**src/rtl/core/bssa_pkg.sv**
```systemverilog
package bssa_pkg;

	localparam int DEF_SLOTS_PER_SLAB = 256;
	localparam int DEF_MAX_SLABS = 16;

	localparam int WORD_BITS = 32;
	localparam int BITMAP_WORDS = 128;
	localparam int WORD_AW = 7;
	localparam int BIT_AW = 5;
	localparam int SLOT_W = 12;
	localparam int CNT_W = 13;
	localparam int BITMAP_SLOTS = 4096;

	localparam logic [2:0] OP_ALLOC = 3'd0;
	localparam logic [2:0] OP_CLAIM = 3'd1;
	localparam logic [2:0] OP_QUERY = 3'd2;
	localparam logic [2:0] OP_RELEASE = 3'd3;
	localparam logic [2:0] OP_COUNT = 3'd4;
	localparam logic [2:0] OP_CLEAR = 3'd5;

	localparam logic [1:0] ST_OK = 2'd0;
	localparam logic [1:0] ST_FULL = 2'd1;
	localparam logic [1:0] ST_RANGE = 2'd2;
	localparam logic [1:0] ST_NOT_USED = 2'd3;

	typedef struct packed {
		logic                 en;
		logic [WORD_AW-1:0]   addr;
		logic [WORD_BITS-1:0] data;
	} bm_wr_t;

endpackage

```
**src/rtl/core/bssa_bitmap_ram.sv**
```systemverilog
module bssa_bitmap_ram (
	input  logic                          clk,
	input  logic                          arst_n,
	input  logic                          clear,
	input  logic [bssa_pkg::WORD_AW-1:0]   rd_addr,
	input  bssa_pkg::bm_wr_t              wr,
	output logic [bssa_pkg::WORD_BITS-1:0] rd_data
);
	import bssa_pkg::*;

	logic [WORD_BITS-1:0]    mem [BITMAP_WORDS];
	logic [BITMAP_WORDS-1:0] vld_q;
	logic [WORD_BITS-1:0]    rd_word_q;
	logic                    rd_vld_q;

	// A word whose valid bit is clear reads as all free.
	always_ff @(posedge clk or negedge arst_n) begin
		if (!arst_n) begin
			vld_q <= '0;
		end else if (clear) begin
			vld_q <= '0;
		end else if (wr.en) begin
			vld_q[wr.addr] <= 1'b1;
		end
	end

	always_ff @(posedge clk or negedge arst_n) begin
		if (!arst_n) begin
			rd_vld_q <= 1'b0;
		end else begin
			rd_vld_q <= vld_q[rd_addr] & ~clear;
		end
	end

	always_ff @(posedge clk) begin
		if (wr.en) begin
			mem[wr.addr] <= wr.data;
		end
		rd_word_q <= mem[rd_addr];
	end

	assign rd_data = rd_vld_q ? rd_word_q : '0;

endmodule

```
**src/rtl/core/bitmap_slab_slot_allocator_top.sv**
```systemverilog
// Channel  Direction  Fields (lowest bit first)
// s_axis   in         tuser: op[2:0]; tdata: slot_index[11:0]
// m_axis   out        tdata: result_index[11:0], was_used[12], status[14:13],
//                     used_total[27:15]
//
// One operation is in flight at a time; the input is ready only while the control is idle.
// Count and clear go from idle to output; query and release pass a read state first, and
// claim also an open state per slab it opens. Allocate reads one bitmap word at a time
// from the single memory read port, newest slab first, plus a state to open a new slab.
// Reset and clear drop per-word valid bits at once, so no clearing pass is needed.
// A stalled result waits in the output register while the next operation is accepted.
module bitmap_slab_slot_allocator_top #(
	parameter int SLOTS_PER_SLAB = bssa_pkg::DEF_SLOTS_PER_SLAB,
	parameter int MAX_SLABS = bssa_pkg::DEF_MAX_SLABS
) (
	input  logic        clk,
	input  logic        arst_n,
	input  logic        s_axis_tvalid,
	output logic        s_axis_tready,
	input  logic [15:0] s_axis_tdata,  // slot_index[11:0]
	input  logic [2:0]  s_axis_tuser,  // op[2:0]
	output logic        m_axis_tvalid,
	input  logic        m_axis_tready,
	output logic [31:0] m_axis_tdata   // result_index, was_used, status, used_total
);
	import bssa_pkg::*;

	localparam int USL = (MAX_SLABS * SLOTS_PER_SLAB > BITMAP_SLOTS) ?
		BITMAP_SLOTS / SLOTS_PER_SLAB : MAX_SLABS;
	localparam int OW = $clog2(MAX_SLABS + 1);
	localparam logic [CNT_W-1:0] SPS = CNT_W'(SLOTS_PER_SLAB);
	localparam logic [SLOT_W-1:0] SPS_S = SLOT_W'(SLOTS_PER_SLAB);
	localparam logic [CNT_W-1:0] RANGE = CNT_W'(USL * SLOTS_PER_SLAB);
	localparam logic [OW-1:0] USL_V = OW'(USL);

	localparam logic [2:0] S_IDLE = 3'd0;
	localparam logic [2:0] S_RD = 3'd1;
	localparam logic [2:0] S_SCAN = 3'd2;
	localparam logic [2:0] S_NEW = 3'd3;
	localparam logic [2:0] S_OPEN = 3'd4;
	localparam logic [2:0] S_OUT = 3'd5;

	logic [2:0]          state_q;
	logic [2:0]          op_q;
	logic [SLOT_W-1:0]   idx_q;
	logic [OW-1:0]       open_q;
	logic [CNT_W-1:0]    open_end_q;
	logic [CNT_W-1:0]    used_q;
	logic [SLOT_W-1:0]   base_q;
	logic [SLOT_W-1:0]   end_q;
	logic [WORD_AW-1:0]  word_q;
	logic [SLOT_W-1:0]   res_idx_q;
	logic                was_q;
	logic [1:0]          status_q;
	logic                m_valid_q;
	logic [31:0]         m_data_q;

	logic                s_fire;
	logic [2:0]          in_op;
	logic [SLOT_W-1:0]   in_idx;
	logic [CNT_W-1:0]    last_base;
	logic [SLOT_W-1:0]   prev_base;
	logic [WORD_AW-1:0]  rd_addr;
	logic [WORD_BITS-1:0] rd_data;
	logic                mem_clear;
	bm_wr_t              wr;
	logic [WORD_BITS-1:0] lo_mask;
	logic [WORD_BITS-1:0] hi_mask;
	logic [WORD_BITS-1:0] free_bits;
	logic [BIT_AW-1:0]   free_pos;
	logic                rd_bit;
	logic                out_load;

	assign in_op = s_axis_tuser;
	assign in_idx = s_axis_tdata[SLOT_W-1:0];
	assign s_axis_tready = (state_q == S_IDLE);
	assign s_fire = s_axis_tvalid & s_axis_tready;
	assign last_base = open_end_q - SPS;
	assign prev_base = base_q - SPS_S;
	assign rd_bit = rd_data[idx_q[BIT_AW-1:0]];
	assign out_load = (state_q == S_OUT) && (!m_valid_q || m_axis_tready);
	assign mem_clear = s_fire && (in_op == OP_CLEAR);

	always_comb begin
		lo_mask = (word_q == base_q[SLOT_W-1:BIT_AW]) ?
			({WORD_BITS{1'b1}} << base_q[BIT_AW-1:0]) : {WORD_BITS{1'b1}};
		hi_mask = (word_q == end_q[SLOT_W-1:BIT_AW]) ?
			({WORD_BITS{1'b1}} >> (5'd31 - end_q[BIT_AW-1:0])) : {WORD_BITS{1'b1}};
		free_bits = ~rd_data & lo_mask & hi_mask;
		free_pos = '0;
		for (int i = WORD_BITS - 1; i >= 0; i--) begin
			if (free_bits[i]) begin
				free_pos = BIT_AW'(i);
			end
		end
	end

	always_comb begin
		rd_addr = word_q;
		wr = '0;
		priority case (state_q)
			S_IDLE: begin
				if (in_op == OP_ALLOC) begin
					rd_addr = last_base[SLOT_W-1:BIT_AW];
				end else begin
					rd_addr = in_idx[SLOT_W-1:BIT_AW];
				end
			end
			S_RD: begin
				wr.addr = idx_q[SLOT_W-1:BIT_AW];
				if (op_q == OP_CLAIM && !rd_bit) begin
					wr.en = 1'b1;
					wr.data = rd_data | (WORD_BITS'(1) << idx_q[BIT_AW-1:0]);
				end else if (op_q == OP_RELEASE && rd_bit) begin
					wr.en = 1'b1;
					wr.data = rd_data & ~(WORD_BITS'(1) << idx_q[BIT_AW-1:0]);
				end
			end
			S_SCAN: begin
				wr.addr = word_q;
				wr.data = rd_data | (WORD_BITS'(1) << free_pos);
				if (|free_bits) begin
					wr.en = 1'b1;
				end else if (word_q != end_q[SLOT_W-1:BIT_AW]) begin
					rd_addr = word_q + 1'b1;
				end else if (base_q != '0) begin
					rd_addr = prev_base[SLOT_W-1:BIT_AW];
				end else begin
					rd_addr = open_end_q[SLOT_W-1:BIT_AW];
				end
			end
			S_NEW: begin
				wr.en = 1'b1;
				wr.addr = open_end_q[SLOT_W-1:BIT_AW];
				wr.data = rd_data | (WORD_BITS'(1) << open_end_q[BIT_AW-1:0]);
			end
			default: begin
			end
		endcase
	end

	bssa_bitmap_ram u_ram (
		.clk    (clk),
		.arst_n (arst_n),
		.clear  (mem_clear),
		.rd_addr(rd_addr),
		.wr     (wr),
		.rd_data(rd_data)
	);

	always_ff @(posedge clk or negedge arst_n) begin
		if (!arst_n) begin
			state_q <= S_IDLE;
			open_q <= '0;
			open_end_q <= '0;
			used_q <= '0;
		end else begin
			unique case (state_q)
				S_IDLE: begin
					if (s_fire) begin
						priority case (in_op)
							OP_ALLOC: state_q <= (open_q == '0) ? S_NEW : S_SCAN;
							OP_CLAIM, OP_QUERY, OP_RELEASE: begin
								state_q <= ({1'b0, in_idx} >= RANGE) ? S_OUT : S_RD;
							end
							OP_CLEAR: begin
								open_q <= '0;
								open_end_q <= '0;
								used_q <= '0;
								state_q <= S_OUT;
							end
							default: state_q <= S_OUT;
						endcase
					end
				end
				S_RD: begin
					state_q <= S_OUT;
					if (op_q == OP_CLAIM) begin
						if (!rd_bit) begin
							used_q <= used_q + 1'b1;
						end
						if (open_end_q <= {1'b0, idx_q}) begin
							state_q <= S_OPEN;
						end
					end else if (op_q == OP_RELEASE && rd_bit) begin
						used_q <= used_q - 1'b1;
					end
				end
				S_OPEN: begin
					open_q <= open_q + 1'b1;
					open_end_q <= open_end_q + SPS;
					if (open_end_q + SPS > {1'b0, idx_q}) begin
						state_q <= S_OUT;
					end
				end
				S_SCAN: begin
					if (|free_bits) begin
						used_q <= used_q + 1'b1;
						state_q <= S_OUT;
					end else if (word_q == end_q[SLOT_W-1:BIT_AW] && base_q == '0) begin
						state_q <= (open_q < USL_V) ? S_NEW : S_OUT;
					end
				end
				S_NEW: begin
					used_q <= used_q + 1'b1;
					open_q <= open_q + 1'b1;
					open_end_q <= open_end_q + SPS;
					state_q <= S_OUT;
				end
				S_OUT: begin
					if (out_load) begin
						state_q <= S_IDLE;
					end
				end
				default: state_q <= S_IDLE;
			endcase
		end
	end

	always_ff @(posedge clk) begin
		priority case (state_q)
			S_IDLE: begin
				if (s_fire) begin
					op_q <= in_op;
					idx_q <= in_idx;
					res_idx_q <= in_idx;
					was_q <= 1'b0;
					status_q <= ST_OK;
					base_q <= last_base[SLOT_W-1:0];
					end_q <= SLOT_W'(open_end_q - 1'b1);
					word_q <= last_base[SLOT_W-1:BIT_AW];
					if ((in_op == OP_CLAIM || in_op == OP_QUERY || in_op == OP_RELEASE)
							&& {1'b0, in_idx} >= RANGE) begin
						status_q <= ST_RANGE;
					end
					if (in_op == OP_ALLOC) begin
						res_idx_q <= '0;
					end
				end
			end
			S_RD: begin
				was_q <= rd_bit;
				if (op_q == OP_RELEASE && !rd_bit) begin
					status_q <= ST_NOT_USED;
				end
			end
			S_SCAN: begin
				if (|free_bits) begin
					res_idx_q <= {word_q, free_pos};
				end else if (word_q != end_q[SLOT_W-1:BIT_AW]) begin
					word_q <= word_q + 1'b1;
				end else if (base_q != '0) begin
					base_q <= prev_base;
					end_q <= base_q - 1'b1;
					word_q <= prev_base[SLOT_W-1:BIT_AW];
				end else if (open_q >= USL_V) begin
					status_q <= ST_FULL;
				end
			end
			S_NEW: begin
				res_idx_q <= open_end_q[SLOT_W-1:0];
			end
			default: begin
			end
		endcase
	end

	always_ff @(posedge clk or negedge arst_n) begin
		if (!arst_n) begin
			m_valid_q <= 1'b0;
		end else if (out_load) begin
			m_valid_q <= 1'b1;
		end else if (m_axis_tready) begin
			m_valid_q <= 1'b0;
		end
	end

	always_ff @(posedge clk) begin
		if (out_load) begin
			m_data_q <= {4'b0000, used_q, status_q, was_q, res_idx_q};
		end
	end

	assign m_axis_tvalid = m_valid_q;
	assign m_axis_tdata = m_data_q;

	a_used_bound: assert property (@(posedge clk) disable iff (!arst_n)
		used_q <= RANGE)
		else $error("used count exceeds the usable range");

	a_open_bound: assert property (@(posedge clk) disable iff (!arst_n)
		open_q <= USL_V)
		else $error("open slab count exceeds the usable slab count");

	a_scan_window: assert property (@(posedge clk) disable iff (!arst_n)
		state_q == S_SCAN |-> word_q >= base_q[SLOT_W-1:BIT_AW] &&
			word_q <= end_q[SLOT_W-1:BIT_AW])
		else $error("scan word left the slab window");

	a_full_means_all_open: assert property (@(posedge clk) disable iff (!arst_n)
		out_load && status_q == ST_FULL |-> open_q == USL_V && op_q == OP_ALLOC)
		else $error("no free slot reported while a slab could still be opened");

	a_busy_after_accept: assert property (@(posedge clk) disable iff (!arst_n)
		s_fire |=> state_q != S_IDLE)
		else $error("accepted transfer left the control idle");

endmodule
```
**config.mk**
```make
export PLATFORM = sky130hd
export DESIGN_NAME = bitmap_slab_slot_allocator_top
export DESIGN_NICKNAME = d
export VERILOG_FILES = /design/src/rtl/core/bssa_pkg.sv /design/src/rtl/core/bssa_bitmap_ram.sv /design/src/rtl/core/bitmap_slab_slot_allocator_top.sv
export SDC_FILE = /design/constraint.sdc
export NUM_CORES = 2
export LEC_CHECK = 0
export BUFFER_PORTS_ARGS = -buffer_cell sky130_fd_sc_hd__buf_4
export CORE_MARGIN = 2
export CORE_UTILIZATION = 30
export DETAILED_ROUTE_END_ITERATION = 8
export GPL_TIMING_DRIVEN = 0
export MAX_ROUTING_LAYER = met4
export SLEW_MARGIN = 20
export SYNTH_ARGS = -nofsm -noshare
export SYNTH_HDL_FRONTEND = slang
export SYNTH_SLANG_ARGS = --single-unit
```
**constraint.sdc**
```tcl
create_clock -name clk -period 11.15 [get_ports clk]
set_clock_uncertainty 0.1 [all_clocks]
set_input_delay 2.23 -clock clk [delete_from_list [all_inputs] [get_ports clk]]
set_output_delay 2.23 -clock clk [all_outputs]
set_load 0.01 [all_outputs]
```
==> metrics <==
outcome=finished clean; wire per inst=28.7 µm; Critical Path Source=s_axis_tuser[1]; final wirelength=636000 µm; setup bufs post-CTS=0; startpoint types=input pin; Tmin final=9.26 ns; Worst path slowest cell=o21ai_0; syn avg cell area=13.4 µm²; share of cells above drive strength 1=0.115; clock latency on the worst-skew pair=1.11 ns; number of synthesized register bits=4359; Slew @ Worst Pin=1.34 ns; Initial Utilization=0.301; RSZ-0062 raised after global routing=false; CP bufs+invs=7; origin of the critical flop-to-flop path=u_ram.rd_vld_q$_DFF_PN0_; Critical Path Fanout Max=10; setup violators final=0; xor/xnor share of the synthesized area=0.00131; register-to-register setup slack=2.27 ns; clock root buffer=clkbuf_16; largest family of logic cells by synthesized area=simple AND/OR/NAND/NOR gates; Final HPWL DP=466000 µm; Max Cap Viol=0; most common cell after layout, fill and taps aside=edfxtp_1; TNS Setup=0 ns; TritonCTS Buffers=436; CTS tree=done; Mapped Area=174000 µm²; Crit path largest cell delay=0.98 ns; maximum VDD drop=0.160 mV; GP Congestion=1.10; sequential standard cell area=130000 µm²; Final Hold Viols=0; worst flop-to-flop path endpoint=u_ram.rd_word_q[28]$_DFF_P_; crit-path leading delay family=buffers and inverters; post-synthesis compound-gate area fraction=0.0495; Mapped Cells=13000; Critical Path RT=11.78 ns; total gr overflow=0; Via-to-Cell Ratio=5.38; crit-path cells=buf_4 > or3_1 > clkbuf_1 > clkbuf_1 > nand2_1 > o21ai_0 > a31oi_1 > a221o_1 > buf_2 > clkbuf_1 > clkbuf_2 > clkbuf_1 > nand3_1 > nand3_1 > nand4_1 > o21ai_0 > nand4_1; Slew HR=0.0989; simple-gate area share of the yosys netlist=0.147; Longest Clk Path Bufs=4; Critical Path Sink Type=flop; Cell variety after synth=78; Detail Route Antenna Nets=0; first drt pass iteration count=6; first-pass GRT wire length=870000 µm; area share of fa/ha/maj cells after synthesis=0.00129; Die Wd=766 µm; largest net degree at the start of global routing=78; Crit Path Category=in -> reg; EDFF count, synth=4171; GRT Util Overall=0.213; mux cell area share after synthesis=0.0357; H-tree depth=5; Synthesis Warnings=0; clock transition at the registers of the reported paths=0.06 ns; max-slew violations=0; most used cell, CP=clkbuf_1; Post-CTS Hold Buffers=0; initial antenna violation count=49; Post-DP Area=195000 µm²; # resized after CTS=0; most used cells in the layout excluding fill and tap cells=edfxtp_1 (4171), nand2_1 (3416), nand3_1 (1811); arrival time at the worst endpoint=9.89 ns; NumNets Final=14000; P per Cell Area=228 nW/µm²; IO Count=57; Synth async-reset ratio=0.0358; IO Port Bufs=48; DRC=0; DR vias=119000; Leak Pwr=0.0753 µW; Die Area=587000 µm²; fillcell total=55300; DR iter-0 viols=18000; core area=580000 µm²; Reg2Reg Depth=15; Fmax=0.108 GHz; hold-critical path depth=0; register area share after synthesis=0.744; fin area=209000 µm²; HP Start=res_idx_q[0]$_DFFE_PP_; vias in the first global route=110000; multi-input logic area=42800 µm²; num rows=280; final worst path period share=0.831; HP Class=reg -> reg; Area growth, synth to finish=19.8%; final core occ=0.360; DIE HEIGHT=766 µm; Hold Path End=m_axis_tdata[0]$_DFFE_PP_; # clock sinks=4359; Top FF cell, synth=edfxtp_1
## where the power goes
group,switching (µW),leakage [µW],internal (µW)
combinational,11500,0.0225,3230
clock,6560,0.00677,7920
sequential,246,0.0460,18100
## cell families after synthesis
group,count (synthesis)
xor+xnor,26
simple gates,5942
buf+inv,877
mux,564
compound gates,1214
other cells,1
fa+ha+maj,18
flops,4359
## per-layer routing
layer	GRT usage	vias up	routed length, µm
li1	-	50400	-
met1	0.269	60000	245000
met2	0.305	7246	272000
met3	0.0690	1382	78000
met4	0.113	0	40500
met5	-	-	0
## worst register-to-register path: cells and delay by family (launching register included)
kind | cells | cell delay, ns
AOI/OAI and AO/OA | 3 | 2.04
buffers and inverters | 5 | 3.41
DFF | 1 | 0.59
and+or+nand+nor | 7 | 2.37
## area by class of cell
type | count | area share
buffer | 839 | 0.0171
timing repair buffer | 490 | 0.0428
clock buffer | 552 | 0.0553
sequential | 4359 | 0.621
tap | 7755 | 0.0464
inverter | 38 | 0.000683
clock inverter | 258 | 0.0111
antenna | 55 | 0.000659
multi-input combinational | 7769 | 0.205
## state kept, by name, summed over array words and instances (netlist names), 2 cells and up
signal           count
open_end_q           5
op_q                 3
open_q               5
u_ram.vld_q        128
base_q               5
m_axis_tdata        28
res_idx_q           12
status_q             2
word_q               7
u_ram.mem         4096
u_ram.rd_word_q     32
end_q                5
used_q              13
state_q              3
idx_q               12
## per-stage QoR
step | power [µW] | worst slack (ns) | std cells | hold slack [ns]
2_1_floorplan | 25200 | 1.88 | 13000 | 0.300
3_3_place_gp | 32200 | -10.67 | 20800 | 0.305
3_5_place_dp | 32600 | 1.45 | 21200 | 0.305
4_1_cts | 46800 | 2.49 | 22100 | 0.319
5_1_grt | 48300 | 2.32 | 22100 | 0.326
6_report | 47600 | 1.89 | 22100 | 0.318
## synth_stat cells (45+ instances only)
| master | n | area, µm² |
|---|---|---|
| edfxtp_1 | 4171 | 125000 |
| nand2_1 | 3418 | 12800 |
| nand3_1 | 1811 | 9060 |
| clkbuf_1 | 562 | 2110 |
| mux2i_1 | 516 | 5160 |
| nor2_1 | 272 | 1020 |
| a21oi_1 | 196 | 981 |
| nand4_1 | 179 | 1120 |
| a32oi_1 | 157 | 1380 |
| o21ai_0 | 157 | 786 |
| dfrtp_1 | 156 | 3900 |
| buf_2 | 155 | 776 |
| a21o_1 | 137 | 1030 |
| a31oi_1 | 121 | 757 |
| and3_1 | 97 | 607 |
| buf_1 | 93 | 349 |
| nor3_1 | 86 | 430 |
| a22oi_1 | 72 | 541 |
| o211ai_1 | 64 | 480 |
| o221ai_1 | 47 | 412 |
| mux4_2 | 46 | 1040 |
| a311oi_1 | 45 | 394 |
## worst max path at each step
| stage | to | slack (ns) | cells past startpoint |
|---|---|---|---|
| after floorplan | u_ram.mem[0][31]$_DFFE_PP_ | 1.88 | 12 |
| after global placement | u_ram.mem[62][13]$_DFFE_PP_ | -10.67 | 10 |
| after detailed placement | u_ram.rd_word_q[2]$_DFF_P_ | 1.45 | 17 |
| after CTS | u_ram.rd_word_q[2]$_DFF_P_ | 2.49 | 17 |
| after global routing | u_ram.rd_word_q[20]$_DFF_P_ | 2.32 | 17 |
| final | u_ram.rd_word_q[28]$_DFF_P_ | 1.89 | 17 |
No activity file was read; power rests on OpenSTA's default activity.
